**config.mk**
```make
export PLATFORM = sky130hd
export DESIGN_NAME = l2pa_recip
export DESIGN_NICKNAME = d
export VERILOG_FILES = /design/src/rtl/core/l2pa_pkg.sv /design/src/rtl/core/l2pa_recip.sv
export SDC_FILE = /design/constraint.sdc
export NUM_CORES = 2
export LEC_CHECK = 0
export ABC_AREA = 1
export BUFFER_PORTS_ARGS = -buffer_cell sky130_fd_sc_hd__clkbuf_2
export CORE_MARGIN = 5
export CORE_UTILIZATION = 40
export CTS_BUF_LIST = sky130_fd_sc_hd__clkbuf_16
export DETAILED_ROUTE_END_ITERATION = 12
export PLACE_DENSITY = 0.61
export SYNTH_ARGS = -nofsm -noshare
export SYNTH_HDL_FRONTEND = slang
export SYNTH_SLANG_ARGS = --single-unit
```
**constraint.sdc**
```tcl
create_clock -name clk -period 13.16 [get_ports clk]
set_clock_uncertainty 0.15 [all_clocks]
set_input_delay 1.316 -clock clk [delete_from_list [all_inputs] [get_ports clk]]
set_output_delay 1.316 -clock clk [all_outputs]
set_load 0.02 [all_outputs]
```
**src/rtl/core/l2pa_pkg.sv**
```systemverilog
// Shared types and constants for the log2 polynomial approximation block.
// Holds field widths, the Q4.28 coefficient table and the stage control struct.
// No dependencies.
`timescale 1ns / 1ps

package l2pa_pkg;

    // Operand layout
    localparam int FLOAT_W   = 32;
    localparam int FRAC_W    = 23;
    localparam int BEXP_W    = 8;
    localparam logic [BEXP_W-1:0] EXP_BIAS     = 8'd127;
    localparam logic [BEXP_W-1:0] EXP_BIAS_M1  = 8'd126;
    localparam logic [BEXP_W-1:0] EXP_ALL_ONES = 8'hFF;

    // Internal number formats
    localparam int MANT_W    = FRAC_W + 1;          // Q1.23 mantissa
    localparam int EXPO_W    = 7;                   // unsigned exponent magnitude
    localparam int COEF_W    = 32;                  // Q4.28 accumulator
    localparam int COEF_FRAC = 28;
    localparam int PROD_W    = COEF_W + MANT_W + 1;
    localparam int RES_W     = 34;                  // result before final truncation
    localparam int LOG_W     = 31;                  // log2_value width
    localparam int TDATA_W   = 32;

    // Reciprocal divider: quotient bits resolved per stage
    localparam int DIV_STEP   = 4;
    localparam int DIV_STAGES = MANT_W / DIV_STEP;
    localparam logic [MANT_W-1:0] REM_INIT = {1'b1, {FRAC_W{1'b0}}};

    // Horner evaluation
    localparam int HORNER_STEPS = 4;
    localparam logic signed [COEF_W-1:0] POLY_COEF [HORNER_STEPS+1] = '{
        -32'sd21908574,
         32'sd173179067,
        -32'sd569264361,
         32'sd1092556465,
        -32'sd674539109
    };

    // Unpack, divider, multiply/add pairs, finish, output register
    localparam int PIPE_DEPTH = 1 + DIV_STAGES + 2 * HORNER_STEPS + 1 + 1;

    typedef struct packed {
        logic              invalid;
        logic              below_one;
        logic              use_div;
        logic [EXPO_W-1:0] expo;
    } l2pa_ctl_t;

endpackage

```
**src/rtl/core/l2pa_recip.sv**
```systemverilog
// Pipelined reciprocal mantissa: round(2^47 / M) by restoring division,
// a few quotient bits per stage. Depends on l2pa_pkg.
`timescale 1ns / 1ps

module l2pa_recip (
    input  logic                            clk,
    input  logic                            rst_n,
    input  logic                            in_valid,
    output logic                            in_ready,
    input  l2pa_pkg::l2pa_ctl_t             in_ctl,
    input  logic [l2pa_pkg::MANT_W-1:0]     in_mant,
    output logic                            out_valid,
    input  logic                            out_ready,
    output l2pa_pkg::l2pa_ctl_t             out_ctl,
    output logic [l2pa_pkg::MANT_W-1:0]     out_mant
);
    import l2pa_pkg::*;

    logic [DIV_STAGES-1:0] valid_reg;
    logic [DIV_STAGES:0]   rdy;
    l2pa_ctl_t             ctl_reg [DIV_STAGES];
    logic [MANT_W-1:0]     m_reg   [DIV_STAGES];
    logic [MANT_W-1:0]     rem_reg [DIV_STAGES];
    logic [MANT_W-1:0]     quo_reg [DIV_STAGES];

    assign rdy[DIV_STAGES] = out_ready;
    assign in_ready        = rdy[0];

    for (genvar k = 0; k < DIV_STAGES; k++)
    begin : g_stage
        logic              v_in;
        l2pa_ctl_t         ctl_in;
        logic [MANT_W-1:0] m_in;
        logic [MANT_W-1:0] rem_in;
        logic [MANT_W-1:0] quo_in;
        logic [MANT_W-1:0] rem_next;
        logic [MANT_W-1:0] quo_next;

        if (k == 0)
        begin : g_first
            assign v_in   = in_valid;
            assign ctl_in = in_ctl;
            assign m_in   = in_mant;
            assign rem_in = REM_INIT;
            assign quo_in = '0;
        end
        else
        begin : g_rest
            assign v_in   = valid_reg[k-1];
            assign ctl_in = ctl_reg[k-1];
            assign m_in   = m_reg[k-1];
            assign rem_in = rem_reg[k-1];
            assign quo_in = quo_reg[k-1];
        end

        // Resolve DIV_STEP quotient bits; dividend low bits are M >> 1
        always_comb
        begin
            logic [MANT_W:0]   dvd;
            logic [MANT_W:0]   trial;
            logic [MANT_W-1:0] r;
            logic [MANT_W-1:0] q;
            dvd = {1'b0, m_in};
            r   = rem_in;
            q   = quo_in;
            for (int i = 0; i < DIV_STEP; i++)
            begin
                trial = {r, dvd[MANT_W - (k * DIV_STEP + i)]};
                if (trial >= {1'b0, m_in})
                begin
                    trial = trial - {1'b0, m_in};
                    q     = {q[MANT_W-2:0], 1'b1};
                end
                else
                begin
                    q     = {q[MANT_W-2:0], 1'b0};
                end
                r = trial[MANT_W-1:0];
            end
            rem_next = r;
            quo_next = q;
        end

        assign rdy[k] = !valid_reg[k] || rdy[k+1];

        always_ff @(posedge clk or negedge rst_n)
        begin
            if (!rst_n)
                valid_reg[k] <= 1'b0;
            else if (rdy[k])
                valid_reg[k] <= v_in;
        end

        always_ff @(posedge clk)
        begin
            if (rdy[k])
            begin
                ctl_reg[k] <= ctl_in;
                m_reg[k]   <= m_in;
                rem_reg[k] <= rem_next;
                quo_reg[k] <= quo_next;
            end
        end
    end

    // Pass the plain mantissa through when no reciprocal is needed
    assign out_valid = valid_reg[DIV_STAGES-1];
    assign out_ctl   = ctl_reg[DIV_STAGES-1];
    assign out_mant  = ctl_reg[DIV_STAGES-1].use_div ? quo_reg[DIV_STAGES-1]
                                                     : m_reg[DIV_STAGES-1];

endmodule

```
==> impl_metrics.py <==
metrics = {
    "setup_path": {
        "cpMaxStageDelayCell": "nor2_2",
        "start_kind": "flip-flop",
        "timing.critical_path.mode_cell": "nand2_1",
        "slowest_delay_ps": 830,
        "worstPathRequired_ps": 13520,
        "crit_type": "flip-flop to flip-flop",
        "cp-end-kind": "flip-flop",
        "critPathMaxFanout": 31,
        "cp_data_arrival_time_ps": 11500,
    },
    "sta": {
        "relSlewSlack_pct": 23.5,
        "hold_viol": 0,
        "min_period_ps": 11140,
        "slew_violations": 0,
        "fin_crit_sh_pct": 84.7,
        "max_freq_ghz": 0.0897,
        "rsz0062_at_grt": "false",
        "finalSetupViolCount": 0,
        "tns_ps": 0,
        "whs_ps": 220,
        "tightestPinTransition_ps": 1150,
        "fin_ws_ps": 2020,
    },
    "die": {
        "rows": 130,
        "die_w_um": 365,
        "die_area_um2": 133000,
        "io_pins": 74,
        "core_um2": 125000,
        "die_y_um": 365,
        "start_util_pct": 40.1,
    },
    "clocking": {
        "cts_max_level": 2,
        "insertion_delay_ps": 650,
        "clock_path_buffers": 3,
        "cts_tree": "yes",
        "clk_pin_slew_worst_paths_ps": 70,
        "cts_sinks": 408,
        "cts_resized": 0,
        "cts_setup_buffers": 0,
        "cts_buffers": 50,
        "ctsHoldBuffers": 0,
        "cts-root-buf": "clkbuf_16",
    },
    "layout": {
        "drive_gt1_share_pct": 4.60,
        "fin_nets": 8073,
        "syn_to_final_growth_pct": 6.96,
        "largest_register_ffs": 144,
        "n_fill_cell": 13145,
        "fin_util_pct": 42.9,
    },
    "routing": {
        "vias_per_cell": 5.53,
        "drc": 0,
        "totalWireLength_um": 192000,
        "ant_nets": 0,
        "avgRoutedWirePerCell_um": 20.9,
        "dr.first_iter.drc_count": 4882,
        "dr.pass1.iters": 8,
        "vias": 50625,
    },
    "hold_path": {
        "min_path_type": "flip-flop to flip-flop",
    },
    "global_routing": {
        "grt_max_degree": 79,
        "antenna_found_initial": 12,
        "grt_use_total_pct": 27.8,
        "grt_pass1_wl_um": 284000,
        "grt_pass1_vias": 47059,
        "gr-total-overflow": 0,
    },
    "synth": {
        "synthTopCellsByArea": "edfxtp_1, nand2_1, ha_1",
        "syn_avg_cell_area_um2": 6.76,
        "synth.top_cell.area_share_pct": 24.0,
        "synth_warnings": 0,
        "async_flop_share_pct": 1.47,
        "ys_ff_latch": 408,
        "synthCells": 7437,
        "ys_seq_area_share_pct": 24.3,
        "synth_edf_count": 402,
        "synth_flop_cell": "edfxtp_1",
        "synth_area_um2": 50300,
        "synth_top_cell_by_area": "edfxtp_1",
        "synth_cell_types": 69,
        "syn-num-nets": 8050,
    },
    "placed_design": {
        "place_hpwl_um": 159000,
        "gp_congestion": 1.03,
        "numPortBuffers": 73,
        "dp_slack_ps": 2160,
    },
    "job": {
        "maxCapViolCount": 0,
    },
    "status": {
        "status": "complete, no violations",
    },
}
[worst max-delay path, delay by kind of cell, from the launching register on]
family,cells,cell delay (ps)
AOI/OAI and AO/OA,9,2230
adders and majority gates,4,1650
and+or+nand+nor,27,5360
buffers and inverters,4,1080
DFF,1,420
[through the flow]
| step | instance area, um^2 | instances |
|---|---|---|
| 6_report | 53800 | 9158 |
| 5_1_grt | 53800 | 9153 |
| 4_1_cts | 53800 | 9151 |
| 3_5_place_dp | 52100 | 9058 |
| 3_3_place_gp | 52100 | 9058 |
| 2_1_floorplan | 50300 | 7437 |
[routing by layer]
| layer | share of wire (%) | track usage, % | vias to the layer above |
|---|---|---|---|
| li1 | - | - | 24862 |
| met1 | 44 | 37.8 | 23463 |
| met2 | 44 | 44.9 | 1908 |
| met3 | 6.9 | 3.25 | 386 |
| met4 | 4.9 | 11.9 | 6 |
| met5 | 0.025 | 0 | - |
[cells in the final DEF (no fill, tap or decap), types with 15 or more instances in the layout]
| cell | n |
|---|---|
| o21ai_1 | 48 |
| nand3_1 | 556 |
| a31oi_1 | 38 |
| a21oi_1 | 494 |
| or2_2 | 37 |
| nor4_1 | 37 |
| inv_2 | 18 |
| clkbuf_2 | 73 |
| fa_1 | 22 |
| ha_1 | 553 |
| nand4_1 | 132 |
| xnor2_1 | 171 |
| nor2_1 | 510 |
| inv_1 | 886 |
| o21ai_0 | 337 |
| a21o_1 | 67 |
| o21bai_1 | 47 |
| a21boi_0 | 24 |
| nor2_2 | 21 |
| nand2_1 | 2391 |
| clkbuf_16 | 50 |
| o21a_1 | 15 |
| buf_4 | 19 |
| nand2_2 | 27 |
| edfxtp_1 | 402 |
| xor2_1 | 257 |
| nor3_1 | 84 |
[kinds of logic (layout without fill, tap and decap cells)]
group | after synthesis | in the layout | synth area share, %
AOI/OAI and AO/OA | 1138 | 1138 | 12.7
xor gates and xnor gates | 428 | 428 | 7.45
adders and majority gates | 575 | 575 | 14.6
buffers and inverters | 1023 | 1087 | 8.29
DFF | 408 | 408 | 24.3
other | 0 | 7 | 0
and+or+nand+nor | 3865 | 3865 | 32.6
[synthesized netlist by cell type (11+ instances only)]
cell	number
edfxtp_1	402
buf_6	21
buf_2	49
nor3_1	84
fa_1	22
clkbuf_1	19
xnor2_1	171
nand3_2	13
nor2_1	510
xor2_1	257
inv_2	15
or2_2	37
a21o_1	67
nand2_1	2392
inv_1	885
o21ai_0	337
nand3b_1	13
ha_1	553
nand3_1	556
o21bai_1	47
nand2_2	27
nand4_1	132
buf_4	28
nor4_1	37
a21boi_0	24
a221oi_1	11
o21ai_1	48
o21a_1	15
a31oi_1	38
a21oi_1	494
nor2_2	21
[path summary, 6_finish.rpt]
path | end | from | slack (ps) | cells past startpoint
min in group asynchronous | g_stage[4].v_in$_DFFE_PN0P_ | rst_n | 490 | 1
max in group asynchronous | g_stage[1].v_in$_DFFE_PN0P_ | rst_n | 12060 | 1
max reg2reg | rem_reg[1][18]$_DFFE_PP_ | m_reg[0][22]$_DFFE_PP_ | 2020 | 44
min | ctl_reg[3][6]$_DFFE_PP_ | ctl_reg[2][6]$_DFFE_PP_ | 220 | 0
max | rem_reg[1][18]$_DFFE_PP_ | m_reg[0][22]$_DFFE_PP_ | 2020 | 44
min reg2reg | ctl_reg[3][6]$_DFFE_PP_ | ctl_reg[2][6]$_DFFE_PP_ | 220 | 0
[layout make-up]
| class | instances | area (um^2) | area share [%] |
|---|---|---|---|
| sequential | 408 | 12200 | 22.7 |
| clock inverter | 43 | 423 | 0.786 |
| inverter | 902 | 3390 | 6.30 |
| timing repair buffer | 92 | 508 | 0.944 |
| multi-input combinational | 6006 | 33900 | 63.0 |
| clock buffer | 50 | 1250 | 2.33 |
| tap | 1650 | 2060 | 3.84 |
| antenna | 7 | 17.5 | 0.0326 |
Power is left out: the tool's default activity adds up to more than one toggle a clock period on the data nets, which glitch-free logic cannot reach.
