### config.mk
export PLATFORM = sky130hd
export DESIGN_NAME = l2pa_unpack
export DESIGN_NICKNAME = d
export VERILOG_FILES = /design/src/rtl/core/l2pa_pkg.sv /design/src/rtl/core/l2pa_unpack.sv
export SDC_FILE = /design/constraint.sdc
export NUM_CORES = 1
export LEC_CHECK = 0
export BUFFER_PORTS_ARGS = -buffer_cell sky130_fd_sc_hd__buf_2
export CORE_MARGIN = 2
export CORE_UTILIZATION = 40
export DETAILED_ROUTE_END_ITERATION = 16
export GPL_TIMING_DRIVEN = 0
export PLACE_DENSITY = 0.74
export SLEW_MARGIN = 0
export SYNTH_ARGS = -nofsm -noshare
export SYNTH_HDL_FRONTEND = slang
export SYNTH_SLANG_ARGS = --single-unit
### constraint.sdc
create_clock -name clk -period 1.51 [get_ports clk]
set_input_delay 0.0755 -clock clk [delete_from_list [all_inputs] [get_ports clk]]
set_output_delay 0.0755 -clock clk [all_outputs]
set_load 0.005 [all_outputs]
### src/rtl/core/l2pa_pkg.sv
// Shared types and constants for the log2 polynomial approximation block.
// Holds field widths, the Q4.28 coefficient table and the stage control struct.
// No dependencies.
`timescale 1ns / 1ps

package l2pa_pkg;

    // Operand layout
    localparam int FLOAT_W   = 32;
    localparam int FRAC_W    = 23;
    localparam int BEXP_W    = 8;
    localparam logic [BEXP_W-1:0] EXP_BIAS     = 8'd127;
    localparam logic [BEXP_W-1:0] EXP_BIAS_M1  = 8'd126;
    localparam logic [BEXP_W-1:0] EXP_ALL_ONES = 8'hFF;

    // Internal number formats
    localparam int MANT_W    = FRAC_W + 1;          // Q1.23 mantissa
    localparam int EXPO_W    = 7;                   // unsigned exponent magnitude
    localparam int COEF_W    = 32;                  // Q4.28 accumulator
    localparam int COEF_FRAC = 28;
    localparam int PROD_W    = COEF_W + MANT_W + 1;
    localparam int RES_W     = 34;                  // result before final truncation
    localparam int LOG_W     = 31;                  // log2_value width
    localparam int TDATA_W   = 32;

    // Reciprocal divider: quotient bits resolved per stage
    localparam int DIV_STEP   = 4;
    localparam int DIV_STAGES = MANT_W / DIV_STEP;
    localparam logic [MANT_W-1:0] REM_INIT = {1'b1, {FRAC_W{1'b0}}};

    // Horner evaluation
    localparam int HORNER_STEPS = 4;
    localparam logic signed [COEF_W-1:0] POLY_COEF [HORNER_STEPS+1] = '{
        -32'sd21908574,
         32'sd173179067,
        -32'sd569264361,
         32'sd1092556465,
        -32'sd674539109
    };

    // Unpack, divider, multiply/add pairs, finish, output register
    localparam int PIPE_DEPTH = 1 + DIV_STAGES + 2 * HORNER_STEPS + 1 + 1;

    typedef struct packed {
        logic              invalid;
        logic              below_one;
        logic              use_div;
        logic [EXPO_W-1:0] expo;
    } l2pa_ctl_t;

endpackage

### src/rtl/core/l2pa_unpack.sv
// Operand unpack stage: splits the float into exponent and mantissa and classifies it.
// Depends on l2pa_pkg.
`timescale 1ns / 1ps

module l2pa_unpack (
    input  logic                            clk,
    input  logic                            rst_n,
    input  logic                            in_valid,
    output logic                            in_ready,
    input  logic [l2pa_pkg::FLOAT_W-1:0]    float_bits,
    output logic                            out_valid,
    input  logic                            out_ready,
    output l2pa_pkg::l2pa_ctl_t             out_ctl,
    output logic [l2pa_pkg::MANT_W-1:0]     out_mant
);
    import l2pa_pkg::*;

    logic                  valid_reg;
    l2pa_ctl_t             ctl_reg;
    l2pa_ctl_t             ctl_next;
    logic [MANT_W-1:0]     mant_reg;
    logic [BEXP_W-1:0]     bexp;
    logic [FRAC_W-1:0]     frac;
    logic [BEXP_W-1:0]     expo_wide;

    assign bexp = float_bits[FLOAT_W-2 -: BEXP_W];
    assign frac = float_bits[FRAC_W-1:0];

    // Classify the operand and pick the exponent magnitude
    always_comb
    begin
        ctl_next.invalid   = float_bits[FLOAT_W-1] || (bexp == '0) || (bexp == EXP_ALL_ONES);
        ctl_next.below_one = bexp < EXP_BIAS;
        ctl_next.use_div   = ctl_next.below_one && (frac != '0);
        if (!ctl_next.below_one)
            expo_wide = bexp - EXP_BIAS;
        else if (frac == '0)
            expo_wide = EXP_BIAS - bexp;
        else
            expo_wide = EXP_BIAS_M1 - bexp;
        ctl_next.expo = expo_wide[EXPO_W-1:0];
    end

    assign in_ready = !valid_reg || out_ready;

    // Hold the stage while downstream stalls
    always_ff @(posedge clk or negedge rst_n)
    begin
        if (!rst_n)
            valid_reg <= 1'b0;
        else if (in_ready)
            valid_reg <= in_valid;
    end

    always_ff @(posedge clk)
    begin
        if (in_ready)
        begin
            ctl_reg  <= ctl_next;
            mant_reg <= {1'b1, frac};
        end
    end

    assign out_valid = valid_reg;
    assign out_ctl   = ctl_reg;
    assign out_mant  = mant_reg;

endmodule

==> results of run 1 <==
power by group:
| part | switching, mW | internal, mW | leakage [nW] |
|---|---|---|---|
| sequential | 0.0187 | 1.12 | 0.343 |
| combinational | 0.141 | 0.160 | 0.529 |
| clock | 0.282 | 0.175 | 0.0297 |
| total | 0.442 | 1.46 | 0.902 |
stage by stage:
stage | hold WS, ns | power, mW | cell area [um^2] | std cells | util [%]
after floorplan | -0.220 | 1.26 | 1400 | 91 | -
after global placement | -0.150 | 1.40 | 1800 | 206 | 54.0
after detailed placement | -0.148 | 1.41 | 1800 | 206 | 54.0
after CTS | 0.0250 | 1.90 | 2110 | 239 | 63.1
after global routing | 0.0280 | 1.99 | 2110 | 239 | 63.2
final | 0.0395 | 1.90 | 2110 | 239 | 63.2
final timing paths:
check | to | slack (ns) | depth (start not counted)
worst max-delay path | out_ctl[1] | 0.09 | 6
worst min-delay path | out_ctl[9] | 0.04 | 3
worst max register to register | out_ctl[9] | 0.37 | 1
worst min register to register | out_valid | 0.87 | 2
max in group asynchronous | out_valid | 1.38 | 2
min in group asynchronous | out_valid | 0.05 | 2
state kept, by name, indices dropped and copies added (netlist names):
register / cells
out_ctl: 10
out_mant: 23
out_valid: 1
cell type report:
class                      count  area, um^2
tap                           46        57.6
sequential                    34        1020
clock inverter                 2        8.76
timing repair buffer          94         596
clock buffer                   6        41.3
inverter                       5        21.3
multi-input combinational     49         345
fill                         270        1230
buffer                         3        23.8
routing by layer:
layer / global-route usage (%) / vias to the layer above
met2: 29.9 / 66
li1: - / 549
met3: 6.96 / 2
met4: 8.33 / 0
met5: 0 / -
met1: 19.8 / 527
tightest hold or removal path, cell delays in order:
cell and delay [ns]:
sky130_fd_sc_hd__buf_2 0.08, sky130_fd_sc_hd__a41oi_1 0.04, sky130_fd_sc_hd__o21ai_0 0.06
what timing repair did:
action,CTS,global route
hold buffers,25,0
endpoints found under the hold margin,25,0
setup buffers,0,0
pin swaps,0,1
resized for setup,1,1
setup endpoints to repair,1,2
cell families (layout without fill, tap and decap cells):
kind of cell,count (synthesis),after routing,synth area share [%]
flip-flops,34,34,72.8
buffers and inverters,8,110,3.23
other,1,1,0.269
XOR/XNOR,5,5,3.14
adder cells (fa/ha/maj),2,2,1.79
AO/OA/AOI/OAI,13,13,8.42
AND/OR/NAND/NOR,28,28,10.4
placed cells by master, fill, tap and decap left out, drive strengths merged:
cell type,instances
edfxtp,33
ha,2
a22oi,1
a211o,1
nor2b,1
a41oi,1
a2bb2oi,1
dlygate4sd3,25
nand2,6
dfrtp,1
and3,1
inv,5
xnor2,4
nand2b,2
nand4,1
a41o,1
buf,71
nand3,3
o31ai,2
conb,1
xor2,1
nor2,3
nor3b,1
clkbuf,7
clkinv,2
nor3,4
o21ai,6
nor4,6
==> impl_summary.log, run 1 <==
INFO  metric outcome = completed
INFO  metric min_from = float_bits[31]
INFO  metric power.density = 900 mW/mm^2
INFO  metric async_flop_share = 2.94%
INFO  metric placeableCoreArea = 0.00334 mm^2
INFO  metric wl_met3 = 328 um
INFO  metric worstSetupPathType = in2reg
INFO  metric yosysWarnings = 0
INFO  metric cp_slowest_cell = sky130_fd_sc_hd__nor4_1
INFO  metric path_clk_slew = 0.10 ns
INFO  metric synth.net_count = 129
INFO  metric drive_gt1_share = 44.0%
INFO  metric clock_insertion_delay_worst_skew = 0.33 ns
INFO  metric hold_violations = 0
INFO  metric clock-sinks = 34
INFO  metric synth_enable_flop_cells = 33
INFO  metric timing.final.crit_share = 94.3%
INFO  metric worst_ir_drop_vdd = 0.349 mV
INFO  metric ant_nets = 0
INFO  metric worstReg2RegStart = out_valid
INFO  metric die_w = 63.1 um
INFO  metric ant_diodes = 0
INFO  metric clock.fmax = 702 MHz
INFO  metric synthDominantAreaCellType = sky130_fd_sc_hd__edfxtp_1
INFO  metric fp.dieH = 63.1 um
INFO  metric drt_pre_antenna_iters = 4
INFO  metric post-route-worst-setup-slack = 0.0865 ns
INFO  metric global_route_wire_length_before_repair = 5260 um
INFO  metric critPathLaunch = float_bits[3]
INFO  metric ys_types = 30
INFO  metric dp_hpwl = 2200 um
INFO  metric finClkSkew = 0.00450 ns
INFO  metric met1Wirelength = 1330 um
INFO  metric min_path_type = in2reg
INFO  metric total_length_of_routed_wires = 3420 um
INFO  metric detailedRoute.firstIterationViolations = 86
INFO  metric cts-root-buf = sky130_fd_sc_hd__clkbuf_4
INFO  metric yosys.cell_count.top_type = sky130_fd_sc_hd__edfxtp_1
INFO  metric grt_pass1_vias = 1107
INFO  metric clock_path_buffers = 2
INFO  metric placement.setup.worst_slack = -0.299 ns
INFO  metric worst-path-max-fanout = 4
INFO  metric grt_start_max_net_pins = 36
INFO  metric clock_tree.htree_level_count = 2
INFO  metric cts_inserted_buffers = 5
INFO  metric postSynthRegisterBits = 34
INFO  metric area_of_the_die = 0.00398 mm^2
INFO  metric cp_top_family = simple AND/OR/NAND/NOR gates
INFO  metric initial_antenna_violation_count = 0
INFO  metric end_kind = flip-flop
INFO  metric flow.area_growth_from_synthesis = 51.1%
INFO  metric num_io_pins = 72
INFO  metric synth_sequential_area_ratio = 72.8%
INFO  metric overall_via_count_from_detail_route = 1144
INFO  metric cp.buffers_inverters = 1
INFO  metric final-max-slew-violation-count = 0
INFO  metric crit_chain = buf_2 > nor4_1 > nand4_1 > nor2_2 > nor3_1 > a211o_2
INFO  metric worst_setup_path_start_kind = primary input
INFO  metric fin_crit = 1.42 ns
INFO  metric cellLeakagePower = 0.902 nW
INFO  metric post_synth_inst_count = 91
INFO  metric gp_congestion = 0.721
INFO  metric netlist_area = 0.00140 mm^2
INFO  metric port_buffer_count = 69
INFO  metric synth_top_area_share = 71.0%
INFO  metric synth_top_cells_by_count = sky130_fd_sc_hd__edfxtp_1, sky130_fd_sc_hd__nand2_1, sky130_fd_sc_hd__nor4_1, sky130_fd_sc_hd__o21ai_0
INFO  metric global_route_usage_sum = 17.8%
INFO  metric remaining_drc_errors = 0
INFO  metric setup_tns_final = 0 ns
INFO  metric wl_per_cell = 14.3 um
INFO  metric start_util = 41.8%
INFO  metric largest_stage_delay_worst_path = 0.35 ns
INFO  metric clock_tree_from_tritoncts = built
INFO  metric vias_per_cell = 4.79
INFO  metric grt_setup_unrepaired = false
INFO  metric layout.nets = 230
INFO  metric met2RoutedLength = 1740 um
INFO  metric standard_cell_rows = 21
INFO  metric syn-mean-instance-area = 15.3 um^2
INFO  metric grt_remaining_overflow = 0
INFO  metric worstPathRequired = 1.60 ns
INFO  metric netlist_top_cells_area = sky130_fd_sc_hd__edfxtp_1, sky130_fd_sc_hd__nor4_1, sky130_fd_sc_hd__xnor2_1
INFO  metric worst-endpoint-arrival = 1.51 ns
INFO  metric setup_viol_count_final = 0
INFO  metric highest-signal-layer = met4
INFO  metric drv_cap = 0
INFO  metric ys.flop_type = sky130_fd_sc_hd__edfxtp_1
No activity file was read; power rests on OpenSTA's default activity.
==> run 2, diff against run 1 <==
SETUP_SLACK_MARGIN = 0.15   (was default)
==> run 2 against run 1 <==
  * Worst setup slack improved by 0.14 ns
  * Clock skew rose by 0.00074 ns
  * Design area up 2.1%
  * Clock power rose by 1%
  * First-iteration DRC count is 33% lower
  * Critical path type unchanged
  * Largest power group unchanged
  * Highest routed layer unchanged
==> impl_summary.log, run 2 (synthesis results as in run 1) <==
INFO  metric cts_inserted_buffers = 5
INFO  metric initial_antenna_violation_count = 0
INFO  metric fin_crit = 1.29 ns
INFO  metric drive_gt1_share = 46.7%
INFO  metric end_kind = flip-flop
INFO  metric grt_start_max_net_pins = 36
INFO  metric num_io_pins = 72
INFO  metric remaining_drc_errors = 0
INFO  metric final_core_utilization = 64.5%
INFO  metric start_util = 41.8%
INFO  metric worstPathRequired = 1.59 ns
INFO  metric clock.fmax = 776 MHz
INFO  metric global_route_usage_sum = 16.6%
INFO  metric largest_stage_delay_worst_path = 0.31 ns
INFO  metric setup_viol_count_final = 0
INFO  metric final-max-slew-violation-count = 0
INFO  metric layout_commonest_cell = sky130_fd_sc_hd__buf_2
INFO  metric postPlaceCellArea = 0.00182 mm^2
INFO  metric clock_tree_from_tritoncts = built
INFO  metric overall_via_count_from_detail_route = 1125
INFO  metric path_clk_slew = 0.10 ns
INFO  metric clock-sinks = 34
INFO  metric crit_chain = buf_2 > nor4_2 > nand4_1 > buf_4 > nor2_2 > nor3_1 > a211o_2
INFO  metric total_length_of_routed_wires = 3230 um
INFO  metric ant_nets = 0
INFO  metric grt_most_used_layer = met2
INFO  metric final_design_area_no_fill = 0.00215 mm^2
INFO  metric cts-root-buf = sky130_fd_sc_hd__clkbuf_4
INFO  metric met3_track_usage_gr = 6.61%
INFO  metric flow.area_growth_from_synthesis = 54.2%
INFO  metric hold_violations = 0
INFO  metric drt_pre_antenna_iters = 4
INFO  metric cellLeakagePower = 0.906 nW
INFO  metric worst-path-max-fanout = 4
INFO  metric worst_setup_slack_for_register_to_register_paths = 0.38 ns
INFO  metric wl_per_cell = 13.4 um
INFO  metric ant_diodes = 0
INFO  metric gp_congestion = 0.820
INFO  metric cp_slowest_cell = sky130_fd_sc_hd__nor4_2
INFO  metric layout_common_cells = sky130_fd_sc_hd__buf_2, sky130_fd_sc_hd__edfxtp_1, sky130_fd_sc_hd__dlygate4sd3_1, sky130_fd_sc_hd__nand2_1
INFO  metric vias_per_cell = 4.67
INFO  metric reg2reg_depth = 1
INFO  metric outcome = completed
INFO  metric global_route_wire_length_before_repair = 5020 um
INFO  metric dp_hpwl = 2060 um
INFO  metric worst-endpoint-arrival = 1.36 ns
INFO  metric power.density = 885 mW/mm^2
INFO  metric min_path_type = in2reg
INFO  metric timing.final.crit_share = 85.3%
INFO  metric finClkSkew = 0.00524 ns
INFO  metric clock_path_buffers = 2
INFO  metric worstSetupPathType = in2reg
INFO  metric clock_insertion_delay_worst_skew = 0.32 ns
INFO  metric hold-path-cell-count = 3
INFO  metric port_buffer_count = 69
INFO  metric grt_remaining_overflow = 0
INFO  metric layout.nets = 232
INFO  metric fp.dieH = 63.1 um
INFO  metric clock_tree.htree_level_count = 2
INFO  metric worst_ir_drop_vdd = 0.395 mV
INFO  metric drv_cap = 0
INFO  metric met2_usage = 28.6%
INFO  metric grt_use_met1 = 18.8%
INFO  metric detailedRoute.firstIterationViolations = 58
INFO  metric area_of_the_die = 0.00398 mm^2
INFO  metric worst_setup_path_start_kind = primary input
INFO  metric grt_pass1_vias = 1119
INFO  metric die_w = 63.1 um
INFO  metric standard_cell_rows = 21
INFO  metric placeableCoreArea = 0.00334 mm^2
INFO  metric largest_register_ffs = 23
INFO  metric grt_setup_unrepaired = true
[run 2: cell type report]
type                       count  area, um^2
tap                           46        57.6
fill                         242        1180
timing repair buffer          95         603
multi-input combinational     50         378
inverter                       5        21.3
sequential                    34        1020
buffer                         3        23.8
clock buffer                   5        37.5
clock inverter                 3        16.3
[run 2: critical path, delay by kind of cell]
kind / cells / cell delay, ns
and+or+nand+nor: 4 / 0.68
AOI/OAI and AO/OA: 1 / 0.30
buffers and inverters: 2 / 0.29
[run 2: final timing paths]
check / from / end
setup / recovery: float_bits[18] / out_ctl[1]
hold / removal: float_bits[31] / out_ctl[9]
setup reg to reg: out_valid / out_ctl[3]
hold reg to reg: out_valid / out_ctl[9]
max in group asynchronous: rst_n / out_valid
min in group asynchronous: rst_n / out_valid
[run 2: report_power, final]
| group | switching, mW | internal [mW] | total [mW] |
|---|---|---|---|
| Sequential | 0.0183 | 1.12 | 1.14 |
| Combinational | 0.140 | 0.163 | 0.303 |
| Clock | 0.289 | 0.173 | 0.462 |
[run 2: what timing repair did]
| item | in CTS | in global routing |
|---|---|---|
| setup endpoints to repair | 27 | 4 |
| resized for setup | 1 | 1 |
| hold endpoints to repair | 25 | 0 |
| hold buffers | 25 | 0 |
| setup buffers | 1 | 0 |
| pin swaps | 1 | 0 |
| gates cloned | 0 | 1 |
[run 2: routing by layer]
| metal | vias up | wire length (um) |
|---|---|---|
| met1 | 510 | 1330 |
| met4 | 0 | 21 |
| met2 | 57 | 1590 |
| met3 | 2 | 294 |
| li1 | 556 | - |
| met5 | - | 0 |
[run 2: through the flow]
step / setup slack, ns / instances / hold WS, ns / power (mW) / setup TNS (ns)
floorplan: 0.142 / 91 / -0.220 / 1.26 / 0
global placement: -0.227 / 206 / -0.150 / 1.40 / -0.656
detailed placement: -0.271 / 206 / -0.149 / 1.41 / -0.940
CTS: 0.102 / 240 / 0.000358 / 1.92 / 0
global route: 0.116 / 241 / 0.0306 / 1.99 / 0
finish: 0.222 / 241 / 0.0274 / 1.91 / 0
==> run 3, diff against run 2 <==
CORE_UTILIZATION = 44   (was 40)
PLACE_DENSITY = 0.77   (was 0.74)
clock period = 1.2 ns   (was 1.51 ns; I/O delays follow)
==> run 3 against run 2 <==
  * Non-clock buffer count up 14
  * Critical path type unchanged
  * Largest cell class unchanged
  * Hold slack gained 0.0027 ns
  * Wire length up 25%
  * Total power grew 30%
  * Clock-buffer cell count grew 1
==> impl_summary.log, run 3 (synthesis results as in run 1) <==
INFO  metric start_util = 46.1%
INFO  metric worstPathRequired = 1.28 ns
INFO  metric largest_stage_delay_worst_path = 0.31 ns
INFO  metric largest_register_ffs = 23
INFO  metric wl_met3 = 365 um
INFO  metric cp_top_family = compound AO/OA/AOI/OAI gates
INFO  metric power.density = 1050 mW/mm^2
INFO  metric share_clk_of_total_power = 23.2%
INFO  metric highest-signal-layer = met4
INFO  metric flow.area_growth_from_synthesis = 70.0%
INFO  metric ant_diodes = 0
INFO  metric postPlaceCellArea = 0.00186 mm^2
INFO  metric crit_chain = buf_8 > ha_4 > and3_4 > buf_6 > a41o_4 > buf_4 > a211o_2
INFO  metric met2RoutedLength = 2110 um
INFO  metric clock_insertion_delay_worst_skew = 0.33 ns
INFO  metric cts-root-buf = sky130_fd_sc_hd__clkbuf_4
INFO  metric grt_start_max_net_pins = 18
INFO  metric sequential_fraction_of_design_power = 58.1%
INFO  metric clock_tree_from_tritoncts = built
INFO  metric clock_path_buffers = 2
INFO  metric share_comb_of_total_power = 18.7%
INFO  metric die_w = 60.3 um
INFO  metric wl_per_cell = 15.9 um
INFO  metric setup_tns_final = 0 ns
INFO  metric finClkSkew = 0.00688 ns
INFO  metric port_buffer_count = 69
INFO  metric layout_common_cells = sky130_fd_sc_hd__buf_2, sky130_fd_sc_hd__edfxtp_1, sky130_fd_sc_hd__dlygate4sd3_1, sky130_fd_sc_hd__buf_4, sky130_fd_sc_hd__nand2_1
INFO  metric grt_remaining_overflow = 0
INFO  metric min_from = float_bits[31]
INFO  metric fp.dieH = 60.3 um
INFO  metric grt_pass1_vias = 1223
INFO  metric reg2reg_depth = 2
INFO  metric area_of_the_die = 0.00364 mm^2
INFO  metric worst-endpoint-arrival = 1.24 ns
INFO  metric worst_r2r_endpoint = out_ctl[0]
INFO  metric drive_gt1_share = 53.1%
INFO  metric total_length_of_routed_wires = 4030 um
INFO  metric end_kind = flip-flop
INFO  metric global_route_usage_sum = 21.9%
INFO  metric remaining_drc_errors = 0
INFO  metric hold-worst-slack = 0.0301 ns
INFO  metric met1Wirelength = 1470 um
INFO  metric drt_pre_antenna_iters = 4
INFO  metric ant_nets = 0
INFO  metric placeableCoreArea = 0.00303 mm^2
INFO  metric num_io_pins = 72
INFO  metric switching_share = 24.1%
INFO  metric timing.final.crit_share = 96.6%
INFO  metric worst_setup_slack_for_register_to_register_paths = 0.19 ns
INFO  metric cp_slowest_cell = sky130_fd_sc_hd__a211o_2
INFO  metric layout.nets = 246
INFO  metric path_clk_slew = 0.09 ns
INFO  metric outcome = completed
INFO  metric cp.buffers_inverters = 3
INFO  metric worst_ir_drop_vdd = 0.673 mV
INFO  metric cts_inserted_buffers = 5
INFO  metric placement.setup.worst_slack = -0.434 ns
INFO  metric final_design_area_no_fill = 0.00237 mm^2
INFO  metric post-route-worst-setup-slack = 0.0406 ns
INFO  metric initial_antenna_violation_count = 0
INFO  metric clock.fmax = 862 MHz
INFO  metric grt_setup_unrepaired = true
INFO  metric fin_crit = 1.16 ns
INFO  metric post-layout-total-power = 2.48 mW
INFO  metric min_path_type = in2reg
INFO  metric worst-path-max-fanout = 5
INFO  metric worst_setup_path_start_kind = primary input
INFO  metric gp_congestion = 0.800
INFO  metric final-max-slew-violation-count = 0
INFO  metric power.internal = 1.89 mW
INFO  metric worstSetupPathType = in2reg
INFO  metric p_sw = 0.598 mW
INFO  metric dp_hpwl = 2030 um
INFO  metric layout_commonest_cell = sky130_fd_sc_hd__buf_2
INFO  metric vias_per_cell = 5.06
INFO  metric global_route_wire_length_before_repair = 5580 um
INFO  metric cellLeakagePower = 1.01 nW
INFO  metric worstReg2RegStart = out_valid
INFO  metric drv_cap = 0
INFO  metric hold_violations = 0
INFO  metric setup_viol_count_final = 0
INFO  metric hold-path-cell-count = 3
INFO  metric clock-sinks = 34
INFO  metric hold_end = out_ctl[9]
INFO  metric overall_via_count_from_detail_route = 1279
INFO  metric clock_tree.htree_level_count = 2
INFO  metric detailedRoute.firstIterationViolations = 75
INFO  metric standard_cell_rows = 20
run 3: changes by cell type in the layout (fill, tap and decap cells not counted), sizes merged:
cell	before	now
buf	72	85
clkinvlp	1	0
clkbuf	6	7
dlygate4sd3	25	26
run 3: worst max path at each step:
stage,from,endpoint,slack (ns),cells past startpoint
floorplan,float_bits[23],out_ctl[5],-0.15,8
global placement,float_bits[9],out_ctl[1],-0.41,6
detailed placement,float_bits[9],out_ctl[1],-0.43,6
CTS,float_bits[24],out_ctl[5],0.06,9
global route,float_bits[23],out_ctl[1],0.04,7
finish,float_bits[23],out_ctl[1],0.04,7
run 3: power by group through the flow:
stage | clock [mW] | combinational (mW) | sequential [mW]
4_1_cts | 0.598 | 0.422 | 1.44
5_1_grt | 0.645 | 0.502 | 1.45
3_5_place_dp | 0 | 0.321 | 1.46
6_report | 0.577 | 0.464 | 1.44
3_3_place_gp | 0 | 0.315 | 1.46
2_1_floorplan | 0 | 0.110 | 1.48
run 3: layout make-up:
cell class	count	area, um^2
fillers	183	654
plain buffers	3	23.8
multi-input cells	50	460
well taps	44	55.1
repair buffers	109	744
flip-flops and latches	34	1020
clock buffers	6	41.3
inverters	5	21.3
clock inverters	2	10.0
run 3: stage by stage:
step	utilization, %	instances
after floorplan	-	91
after global placement	61.4	204
after detailed placement	61.4	204
after CTS	76.2	250
after global routing	78.4	253
final	78.4	253
run 3: worst register-to-register path: stages (launching register included):
cell	delay, ns
sky130_fd_sc_hd__dfrtp_2	0.47
sky130_fd_sc_hd__nand2b_4	0.11
sky130_fd_sc_hd__buf_6	0.15
run 3: layer usage:
layer | vias to the layer above | GRT usage (%)
met5 | - | 0
met4 | 0 | 11.1
met3 | 8 | 5.76
met2 | 74 | 40.5
met1 | 614 | 22.7
li1 | 583 | -
run 3: timing repair:
item | in CTS | in global routing
setup endpoints to repair | 38 | 28
cloned | 1 | 0
resized for setup | 10 | 10
buffers inserted | 11 | 3
endpoints found under the hold margin | 25 | 0
hold buffers | 26 | 0
pin swaps | 6 | 5
